[config.mk]
export PLATFORM = sky130hd
export DESIGN_NAME = calendar_minutes_adder_core
export DESIGN_NICKNAME = d
export VERILOG_FILES = /design/src/hw/rtl/cma_pkg.sv /design/src/hw/rtl/cma_dpath.sv /design/src/hw/rtl/cma_ctrl.sv /design/src/hw/rtl/calendar_minutes_adder_core.sv
export VERILOG_INCLUDE_DIRS = /design/src /design/src/hw/rtl
export SDC_FILE = /design/constraint.sdc
export NUM_CORES = 1
export LEC_CHECK = 0
export BUFFER_PORTS_ARGS = -buffer_cell sky130_fd_sc_hd__buf_2
export CORE_AREA = 2 2 187 189
export DETAILED_ROUTE_END_ITERATION = 7
export DIE_AREA = 0 0 189 191
export PLACE_DENSITY = 0.78
export SYNTH_ARGS = -nofsm -noshare
export SYNTH_HDL_FRONTEND = slang
export SYNTH_SLANG_ARGS = --single-unit
[constraint.sdc]
create_clock -name clk -period 9.12 [get_ports clk]
set_input_delay 2.736 -clock clk [delete_from_list [all_inputs] [get_ports clk]]
set_output_delay 2.736 -clock clk [all_outputs]
set_load 0.02 [all_outputs]
[src/hw/rtl/calendar_minutes_adder_core_assert.svh]
// Assertion helpers, clocked with reset disable.
`ifndef CALENDAR_MINUTES_ADDER_CORE_ASSERT_SVH
`define CALENDAR_MINUTES_ADDER_CORE_ASSERT_SVH

// same-cycle implication
`define CMA_ASSERT_IMP(lbl, ck, rs, a, b, msg) \
  lbl: assert property (@(posedge ck) disable iff (rs) (a) |-> (b)) else $error(msg);

// next-cycle implication
`define CMA_ASSERT_NXT(lbl, ck, rs, a, b, msg) \
  lbl: assert property (@(posedge ck) disable iff (rs) (a) |=> (b)) else $error(msg);

`endif

[src/hw/rtl/cma_pkg.sv]
`timescale 1ns / 1ps
`default_nettype none

package cma_pkg;

  localparam int IN_W  = 64;
  localparam int OUT_W = 48;

  // floor(x / d) = (x * RECIP) >> SHIFT, exact over the value ranges used here
  localparam logic [16:0] RECIP60  = 17'd69906;
  localparam logic [11:0] RECIP24  = 12'd2731;
  localparam logic [5:0]  RECIP7   = 6'd37;
  localparam logic [15:0] RECIP400 = 16'd41944;

  localparam logic [3:0]  MONTH_JAN  = 4'd1;
  localparam logic [3:0]  MONTH_FEB  = 4'd2;
  localparam logic [3:0]  MONTH_DEC  = 4'd12;
  localparam logic [14:0] YEAR_LIMIT = 15'd9999;
  localparam logic [14:0] YEAR_WRAP  = 15'd10000;

  typedef enum logic [3:0] {
    CMD_NONE,
    CMD_LOAD,
    CMD_Q60,
    CMD_R60,
    CMD_Q24,
    CMD_R24,
    CMD_LEAPQ,
    CMD_STEP,
    CMD_FIN
  } cmd_t;

  typedef struct packed {
    logic fit;
  } status_t;

  function automatic logic [4:0] month_days(input logic [3:0] m, input logic leap);
    logic [4:0] len;
    case (m)
      4'd1:    len = 5'd31;
      4'd2:    len = leap ? 5'd29 : 5'd28;
      4'd3:    len = 5'd31;
      4'd4:    len = 5'd30;
      4'd5:    len = 5'd31;
      4'd6:    len = 5'd30;
      4'd7:    len = 5'd31;
      4'd8:    len = 5'd31;
      4'd9:    len = 5'd30;
      4'd10:   len = 5'd31;
      4'd11:   len = 5'd30;
      4'd12:   len = 5'd31;
      default: len = 5'd31;
    endcase
    return len;
  endfunction

endpackage

`default_nettype wire

[src/hw/rtl/cma_dpath.sv]
`timescale 1ns / 1ps
`default_nettype none

module cma_dpath import cma_pkg::*; (
  input  wire logic             clk,
  input  wire cmd_t             cmd,
  input  wire logic [IN_W-1:0]  s_tdata,
  output status_t               status,
  output logic [OUT_W-1:0]      m_tdata
);

  logic [14:0] year;
  logic [3:0]  month;
  logic [6:0]  day;
  logic [2:0]  wday;
  logic [4:0]  hour;
  logic [5:0]  mins;
  logic [5:0]  sec;
  logic [16:0] total;
  logic [10:0] q60;
  logic [10:0] hours;
  logic [5:0]  dadd;
  logic [5:0]  q400;

  logic [3:0]  in_month;
  logic [4:0]  in_day;
  logic [33:0] prod60;
  logic [16:0] rem60;
  logic [22:0] prod24;
  logic [10:0] rem24;
  logic [5:0]  wsum;
  logic [11:0] prod7;
  logic [5:0]  rem7;
  logic [30:0] prod400;
  logic [14:0] r400;
  logic [8:0]  r400s;
  logic [8:0]  r100;
  logic        leap;
  logic [4:0]  len;
  logic        fit;
  logic [14:0] year_fin;

  assign in_month = s_tdata[17:14];
  assign in_day   = s_tdata[22:18];

  assign prod60 = 34'(total) * 34'(RECIP60);
  assign rem60  = total - ({6'd0, q60} * 17'd60);
  assign prod24 = 23'(hours) * 23'(RECIP24);
  assign rem24  = hours - ({5'd0, dadd} * 11'd24);
  assign wsum   = {3'd0, wday} + 6'd6 + dadd;
  assign prod7  = 12'(wsum) * 12'(RECIP7);
  assign rem7   = wsum - ({2'd0, prod7[11:8]} * 6'd7);

  assign prod400 = 31'(year) * 31'(RECIP400);
  assign r400    = year - ({9'd0, q400} * 15'd400);
  assign r400s   = r400[8:0];

  always_comb begin
    if (r400s >= 9'd300) begin
      r100 = r400s - 9'd300;
    end else if (r400s >= 9'd200) begin
      r100 = r400s - 9'd200;
    end else if (r400s >= 9'd100) begin
      r100 = r400s - 9'd100;
    end else begin
      r100 = r400s;
    end
  end

  assign leap = ((year[1:0] == 2'd0) && (r100 != 9'd0)) || (r400 == 15'd0);
  assign len  = month_days(month, leap);
  assign fit  = (day <= {2'd0, len});
  assign status.fit = fit;

  assign year_fin = (year > YEAR_LIMIT) ? (year - YEAR_WRAP) : year;

  always_ff @(posedge clk) begin
    case (cmd)
      CMD_LOAD: begin
        year  <= {1'b0, s_tdata[13:0]};
        if (in_month == 4'd0) begin
          month <= MONTH_JAN;
        end else if (in_month > MONTH_DEC) begin
          month <= MONTH_DEC;
        end else begin
          month <= in_month;
        end
        day   <= (in_day == 5'd0) ? 7'd1 : {2'd0, in_day};
        wday  <= s_tdata[25:23];
        hour  <= s_tdata[30:26];
        sec   <= s_tdata[42:37];
        total <= {11'd0, s_tdata[36:31]} + {1'b0, s_tdata[58:43]};
      end
      CMD_Q60: begin
        q60 <= prod60[32:22];
      end
      CMD_R60: begin
        mins  <= rem60[5:0];
        hours <= {6'd0, hour} + q60;
      end
      CMD_Q24: begin
        dadd <= prod24[21:16];
      end
      CMD_R24: begin
        hour <= rem24[4:0];
        day  <= day + {1'b0, dadd};
        wday <= rem7[2:0] + 3'd1;
      end
      CMD_LEAPQ: begin
        q400 <= prod400[29:24];
      end
      CMD_STEP: begin
        if (!fit) begin
          day <= day - {2'd0, len};
          if (month == MONTH_DEC) begin
            month <= MONTH_JAN;
            year  <= year + 15'd1;
          end else begin
            month <= month + 4'd1;
          end
        end
      end
      CMD_FIN: begin
        m_tdata <= {4'd0, (year > YEAR_LIMIT), sec, mins, hour, wday,
                    day[4:0], month, year_fin[13:0]};
      end
      default: begin
      end
    endcase
  end

endmodule

`default_nettype wire

[src/hw/rtl/cma_ctrl.sv]
`timescale 1ns / 1ps
`default_nettype none

module cma_ctrl import cma_pkg::*; (
  input  wire logic    clk,
  input  wire logic    rst,
  input  wire logic    s_tvalid,
  output logic         s_tready,
  output logic         m_tvalid,
  input  wire logic    m_tready,
  input  wire status_t status,
  output cmd_t         cmd
);

  typedef enum logic [2:0] {
    S_IDLE,
    S_Q60,
    S_R60,
    S_Q24,
    S_R24,
    S_LEAPQ,
    S_STEP,
    S_FIN
  } state_t;

  state_t     state;
  logic [3:0] guard;
  logic       out_free;

  assign s_tready = (state == S_IDLE);
  assign out_free = !m_tvalid || m_tready;

  always_comb begin
    case (state)
      S_IDLE:  cmd = s_tvalid ? CMD_LOAD : CMD_NONE;
      S_Q60:   cmd = CMD_Q60;
      S_R60:   cmd = CMD_R60;
      S_Q24:   cmd = CMD_Q24;
      S_R24:   cmd = CMD_R24;
      S_LEAPQ: cmd = CMD_LEAPQ;
      S_STEP:  cmd = CMD_STEP;
      S_FIN:   cmd = out_free ? CMD_FIN : CMD_NONE;
      default: cmd = CMD_NONE;
    endcase
  end

  always_ff @(posedge clk) begin
    if (rst) begin
      state    <= S_IDLE;
      guard    <= 4'd0;
      m_tvalid <= 1'b0;
    end else begin
      if ((state == S_FIN) && out_free) begin
        m_tvalid <= 1'b1;
      end else if (m_tready) begin
        m_tvalid <= 1'b0;
      end
      case (state)
        S_IDLE: begin
          if (s_tvalid) begin
            state <= S_Q60;
          end
        end
        S_Q60:   state <= S_R60;
        S_R60:   state <= S_Q24;
        S_Q24:   state <= S_R24;
        S_R24: begin
          guard <= 4'd0;
          state <= S_LEAPQ;
        end
        S_LEAPQ: state <= S_STEP;
        S_STEP: begin
          // at most sixteen month carries
          if (status.fit || (guard == 4'd15)) begin
            state <= S_FIN;
          end else begin
            guard <= guard + 4'd1;
            state <= S_LEAPQ;
          end
        end
        S_FIN: begin
          if (out_free) begin
            state <= S_IDLE;
          end
        end
        default: state <= S_IDLE;
      endcase
    end
  end

endmodule

`default_nettype wire

[src/hw/rtl/calendar_minutes_adder_core.sv]
// Month carries: N per word, 0..2 for any input; each carry is one reciprocal multiply plus
//   one check step.
// Input: the next word is taken once the result sits in the output register, which holds
//   it until m_tready.
// Reset: rst synchronous, active high; returns the sequencer to idle and drops m_tvalid.
`timescale 1ns / 1ps
`default_nettype none
`include "calendar_minutes_adder_core_assert.svh"

module calendar_minutes_adder_core import cma_pkg::*; (
  input  wire logic             clk,
  input  wire logic             rst,
  input  wire logic             s_tvalid,
  output logic                  s_tready,
  // year_in[13:0], month_in[17:14], day_in[22:18], weekday_in[25:23], hour_in[30:26],
  // minute_in[36:31], second_in[42:37], minutes_to_add[58:43], zero[63:59]
  input  wire logic [IN_W-1:0]  s_tdata,
  output logic                  m_tvalid,
  input  wire logic             m_tready,
  // year_out[13:0], month_out[17:14], day_out[22:18], weekday_out[25:23], hour_out[30:26],
  // minute_out[36:31], second_out[42:37], year_overflow[43], zero[47:44]
  output logic [OUT_W-1:0]      m_tdata
);

  cmd_t    cmd;
  status_t status;
  logic    in_take;
  logic    time_ok;
  logic    date_ok;

  cma_ctrl u_ctrl (
    .clk      (clk),
    .rst      (rst),
    .s_tvalid (s_tvalid),
    .s_tready (s_tready),
    .m_tvalid (m_tvalid),
    .m_tready (m_tready),
    .status   (status),
    .cmd      (cmd)
  );

  cma_dpath u_dpath (
    .clk     (clk),
    .cmd     (cmd),
    .s_tdata (s_tdata),
    .status  (status),
    .m_tdata (m_tdata)
  );

  assign in_take = s_tvalid && s_tready;
  assign time_ok = (m_tdata[30:26] < 5'd24) && (m_tdata[36:31] < 6'd60);
  assign date_ok = (m_tdata[17:14] != 4'd0) && (m_tdata[17:14] <= MONTH_DEC) &&
                   (m_tdata[25:23] != 3'd0) && (m_tdata[13:0] <= 14'd9999);

  `CMA_ASSERT_NXT(a_busy_after_accept, clk, rst, in_take, !s_tready, "input taken while busy")
  `CMA_ASSERT_NXT(a_fin_shows_result, clk, rst, cmd == CMD_FIN, m_tvalid, "result not presented")
  `CMA_ASSERT_IMP(a_time_range, clk, rst, m_tvalid, time_ok, "hour or minute out of range")
  `CMA_ASSERT_IMP(a_date_range, clk, rst, m_tvalid, date_ok, "date field out of range")

endmodule

`default_nettype wire
After elaboration in Yosys (flattened, before gate mapping)
Index checks and enable logic that the tools add are counted.
- flip-flop bits (word level): 149
- input port bits: 68
- word-level logic and storage cells: 128
- add/sub/neg operators: 18
- multipliers: 8
- magnitude comparators: 6
- eq/ne operators: 27
- multiplexer cells: 30
- reductions and logical operators: 23
- operators by type and width (operator ; count):
    multiplier 17 x 16 -> 32 bit (second input constant) ; 1
    one-hot mux 4 bit (8 select lines) ; 1
    2-to-1 mux 15 bit ; 2
    one-hot mux 15 bit (2 select lines) ; 1
    multiplier 15 x 13 -> 27 bit (second input constant) ; 1
    2-to-1 mux 9 bit ; 3
    equality test 4 x 3 -> 1 bit (second input constant) ; 6
    2-to-1 mux 4 bit ; 6
    one-hot mux 3 bit (8 select lines) ; 1
    multiplier 11 x 12 -> 22 bit (second input constant) ; 1
    one-hot mux 7 bit (3 select lines) ; 1
    equality test 4 bit (second input constant) ; 5
    one-hot mux 5 bit (2 select lines) ; 2
    adder 6 x 16 -> 17 bit ; 1
    one-hot mux 4 bit (2 select lines) ; 2
    adder 15 x 1 -> 15 bit (second input constant) ; 1
    > comparator 15 x 14 -> 1 bit (second input constant) ; 1
    logical NOT 15 bit ; 1
    subtractor 15 bit ; 1
    2-to-1 mux 14 bit ; 1
    subtractor 14 bit (second input constant) ; 1
    equality test 3 bit (second input constant) ; 4
    equality test 4 x 2 -> 1 bit (second input constant) ; 3
    multiplier 6 x 6 -> 12 bit (second input constant) ; 1
    46 further kinds ; 64

Logic depth before layout (Yosys ltp)
- word-level depth: 15
- mapped depth: 27
- gate-level depth less buffers: 27

By module
A second synthesis with hierarchy kept.
- cells, all modules: 1590
- area, all modules: 16822.4 µm²
- by module, submodules not included (module ; instances ; cells an instance ; area an instance (µm²)):
    cma_dpath ; 1 ; 1537 ; 16379.5
    cma_ctrl ; 1 ; 53 ; 442.9

Least setup slack after synthesis
OpenSTA, ideal clock, no wires.
- path kind: input-to-reg
- from: input m_tready
- to: register u_dpath.m_tdata[0], enable pin
- library setup time: 0.500 ns
- arrival: 6.143 ns
- required time: 8.620 ns
- path slack: 2.477 ns
- stages: 4
- path buffers: 0
- cell sequence: nand2b_1 > nor2b_1 > nand2_1 > nor3_1
- cells in the longest elaborated chain, start to end: 4
- RTL lines (element ; RTL line ; source):
    start, declared ; calendar_minutes_adder_core.sv:19 ; input wire logic m_tready,
    logical OR 1 bit ; cma_ctrl.sv:31 ; assign out_free = !m_tvalid || m_tready;
    2-to-1 mux 4 bit ; cma_ctrl.sv:42 ; S_FIN: cmd = out_free ? CMD_FIN : CMD_NONE;
    one-hot mux 4 bit (8 select lines) ; cma_ctrl.sv:34 ; case (state)
    equality test 4 bit ; cma_dpath.sv:78 ; case (cmd)
    end signal, assigned ; cma_dpath.sv:124 ; m_tdata <= {4'd0, (year > YEAR_LIMIT), sec, mins, hour, wday,
    end, declared ; cma_dpath.sv:9 ; output logic [OUT_W-1:0] m_tdata
Every way passes these cells.
A chain may end at the register's enable or synchronous reset.

Final worst setup path
- from: register u_dpath.q400[1]
- to: register u_dpath.year[11], enable pin
- cells in the longest elaborated chain, start to end: 14
- elaborated cells on any way between the ends: 20
- classes of those cells: add/sub: 4; mul: 1; order compare: 4; eq/ne: 1; mux: 5; reduce/logical: 5
- RTL lines (element ; RTL line ; source):
    start, declared ; cma_dpath.sv:23 ; logic [5:0] q400;
    start signal, assigned ; cma_dpath.sv:110 ; q400 <= prod400[29:24];
    multiplier 6 x 5 -> 11 bit (*) ; cma_dpath.sv:55 ; assign r400 = year - ({9'd0, q400} * 15'd400);
    subtractor 15 bit (*) ; cma_dpath.sv:55 ;
    subtractor 9 x 7 -> 9 bit / >= comparator 9 x 7 -> 1 bit (equally long branches) ; cma_dpath.sv:64, cma_dpath.sv:63 ;
    2-to-1 mux 9 bit ; cma_dpath.sv:63 ; end else if (r400s >= 9'd100) begin
    2-to-1 mux 9 bit ; cma_dpath.sv:61 ; end else if (r400s >= 9'd200) begin
    2-to-1 mux 9 bit ; cma_dpath.sv:59 ; if (r400s >= 9'd300) begin
    nonzero test 9 bit ; cma_dpath.sv:70 ; assign leap = ((year[1:0] == 2'd0) && (r100 != 9'd0)) || (r400 == 15'd0);
    logical AND 1 bit ; cma_dpath.sv:70 ;
    logical OR 1 bit (*) ; cma_dpath.sv:70 ;
    2-to-1 mux 1 bit (*) ; cma_pkg.sv:41 ; 4'd2: len = leap ? 5'd29 : 5'd28;
    one-hot mux 5 bit (2 select lines) (*) ; cma_pkg.sv:39 ; case (m)
    less-or-equal comparator 7 x 5 -> 1 bit (*) ; cma_dpath.sv:72 ; assign fit = (day <= {2'd0, len});
    inequality test 2 bit (no source line) (*) ; n/a ;
    AND reduction 3 bit (no source line) (*) ; n/a ;
    end signal, assigned ; cma_dpath.sv:80 ; year <= {1'b0, s_tdata[13:0]};
    end signal, assigned ; cma_dpath.sv:117 ; year <= year + 15'd1;
    end, declared ; cma_dpath.sv:12 ; logic [14:0] year;
Mark *: on every way between the ends. The rest lies on a longest branch, timed or not.

==> run summary <==
IO Pins: 118
Register area share after synthesis: 0.261
Overall Global Routing Usage: 0.201
Mapped Cells: 1591
Clk_skew: 0.00976 ns
DP HPWL: 28600 um
Final setup violating endpoints: 0
Post-cts hold buffer count: 0
CTS clk-pin slew, worst paths: 0.07 ns
Status: finished clean
Top cell type's share of synthesized area: 0.286
Sink Count: 149
Max Fclk: 0.157 GHz
RSZ-0062 raised after global routing: no
Clock Path Buffers: 2
TritonCTS Buffers: 17
Fin crit share: 0.696
DR pass1 iterations: 5
Reg2reg end: u_dpath.year[11]
Sink of the worst hold path: u_dpath.m_tdata[34]
Setup TNS: 0 ns
Critical Path RT: 9.18 ns
Top cells by area, synth: ha_1 (29%), edfxtp_1 (25%), fa_1 (16%)
Die width: 189 um
# DRC: 0
R2R Setup Slk: 2.77 ns
ANT nets after route: 0
Headroom to the max-slew limit: 0.361
Synth async-reset ratio: 0
Starting Density: 0.494
Yosys reg bits: 149
Setup CP Type: flop to flop
Maxcap violations: 0
Routed WL: 34300 um
Crit path DAT: 6.41 ns
Layout Area Growth over Synthesis: 9.96%
Number of global-route vias before repair: 11900
WHS Path Cells: 0
Vias per inst: 5.29
Worst min-delay path class: flop to flop
Most instantiated cells after synthesis: ha_1 (385), inv_1 (285), edfxtp_1 (141)
Final Max Tran Viols: 0
CTS H-tree lvls: 4
Hold Vio Cnt, Final: 0
Distinct cells, synth: 71
Minimum clock period: 6.35 ns
Routed via count: 11500
Reg2Reg Depth: 22
Worst setup SP type: flop
Worst skew pair latency: 0.43 ns
Initial antenna violation count: 2
Pin count of the biggest net entering global routing: 42
Layout cell share with drive strength beyond 1: 0.0947
Worst setup EP type: flop
Global-route wire length before repair: 57800 um
Starting DRT DRC Count: 656
Hold Path Origin: u_dpath.mins[3]
Synth area leader: ha_1
Die Area: 36100 um2
# nets final: 2293
Top_reg_cell synth: edfxtp_1
Worst R2R Start: u_dpath.q400[1]
Post-CTS Setup Repair Bufs: 0
Gp weighted congestion: 0.893
Number of flops mapped to enable cells by yosys: 141
IO Port Bufs: 108
Most common cell in the netlist: ha_1
PostCTS Resize Cnt: 0
Ys Warns: 0
TritonCTS clock tree: yes
Core Area: 34100 um2
Die Ht: 191 um
Worst-margin pin slew: 0.958 ns
Post-Syn Area: 16900 um2
Row cnt: 68
Critical-path maximum fanout: 15
Root buf cell: clkbuf_16
Syn Area/Cell: 10.6 um2
Routed len/inst: 15.7 um
Total gr overflow: 0
==> sequential cells by signal, indices dropped and copies added, names as in the netlist <==
name	flops
u_dpath.m_tdata	44
u_dpath.total	17
u_dpath.year	15
u_dpath.hours	11
u_dpath.q60	11
u_dpath.day	7
u_dpath.dadd	6
u_dpath.mins	6
u_dpath.q400	6
u_dpath.sec	6
u_dpath.hour	5
u_ctrl.guard	4
u_dpath.month	4
u_ctrl.state	3
u_dpath.wday	3
u_ctrl.m_tvalid	1
==> per-stage QoR <==
stage / util / worst slack [ns] / cells / area [um2] / hold WS [ns]
after global routing: 0.543 / 2.19 / 2177 / 18500 / 0.427
after detailed placement: 0.526 / 2.85 / 2145 / 18000 / 0.406
after global placement: 0.526 / 3.00 / 2145 / 18000 / 0.402
after CTS: 0.543 / 2.81 / 2177 / 18500 / 0.420
after floorplan: - / 2.48 / 1594 / 16900 / 0.400
final: 0.544 / 2.77 / 2180 / 18500 / 0.422
==> worst max-delay path by stage <==
stage	startpoint	end	slack (ns)
after floorplan	m_tready	u_dpath.m_tdata[0]	2.48
after global placement	u_dpath.q400[1]	u_dpath.year[11]	3.00
after detailed placement	u_dpath.q400[1]	u_dpath.year[11]	2.85
after CTS	u_dpath.q400[1]	u_dpath.year[11]	2.81
after global routing	u_dpath.q400[1]	u_dpath.year[9]	2.19
final	u_dpath.q400[1]	u_dpath.year[11]	2.77
==> logic make-up after synthesis <==
group,share of synthesized area
fa+ha+maj,0.441
buf+inv,0.0684
simple gates,0.0773
compound gates,0.0926
flops,0.261
xor+xnor,0.0592
other cells,0.000222
mux,0.000594
==> routing by layer <==
metal | part of all wire | GRT usage | wire length, um | vias to the layer above
met5 | 0.00058 | 0 | 20 | -
met4 | 0.015 | 0.0508 | 525 | 2
met3 | 0.056 | 0.0380 | 1920 | 34
met2 | 0.47 | 0.342 | 16100 | 273
met1 | 0.46 | 0.265 | 15800 | 5539
li1 | - | - | - | 5679
==> layout make-up <==
| cell class | count | area (um2) |
|---|---|---|
| repair buffers | 114 | 586 |
| multi-input cells | 1142 | 11300 |
| fillers | 2861 | 15600 |
| clock buffers | 18 | 429 |
| inverters | 285 | 1070 |
| diodes | 3 | 7.51 |
| clock inverters | 14 | 149 |
| flip-flops and latches | 149 | 4390 |
| well taps | 455 | 569 |
==> placed cells by master (no fill, tap or decap), types with 6 or more instances in the layout <==
cell	synthesis	final
a21o_1	28	28
edfxtp_1	141	141
o211ai_1	7	7
buf_2	0	108
a21oi_1	64	64
o21ai_0	48	48
ha_1	385	385
inv_1	285	285
buf_4	4	6
a31oi_1	9	9
and3_1	12	12
o21bai_1	9	9
o21a_1	9	9
nor2_1	59	58
or3_1	6	6
nor3_1	15	13
nand4_1	9	9
xor2_1	28	28
clkbuf_16	0	17
nand3_1	26	26
a211oi_1	11	11
dfxtp_1	8	8
xnor2_1	86	86
nor2b_1	20	20
nand2_1	90	90
nand2b_1	12	12
fa_1	131	131
==> worst max-delay path, cell delays in order, from the launching register on <==
cell and delay (ns):
edfxtp_1 0.51, ha_1 0.36, ha_1 0.31, ha_1 0.31, ha_1 0.30, a21o_1 0.15
a21oi_1 0.22, o21bai_1 0.09, a21oi_1 0.19, xor2_1 0.17, ha_1 0.27, nor4_1 0.29
a21oi_1 0.10, nor4_1 0.23, o2111ai_1 0.16, nor4b_1 0.59, nor3_1 0.11, a21oi_1 0.20
ha_1 0.27, nand2_1 0.07, o211ai_1 0.11, a21oi_1 0.24, a41o_1 0.72
Power is left out: the tool's default activity adds up to more than one toggle a clock period on the data nets, which glitch-free logic cannot reach.
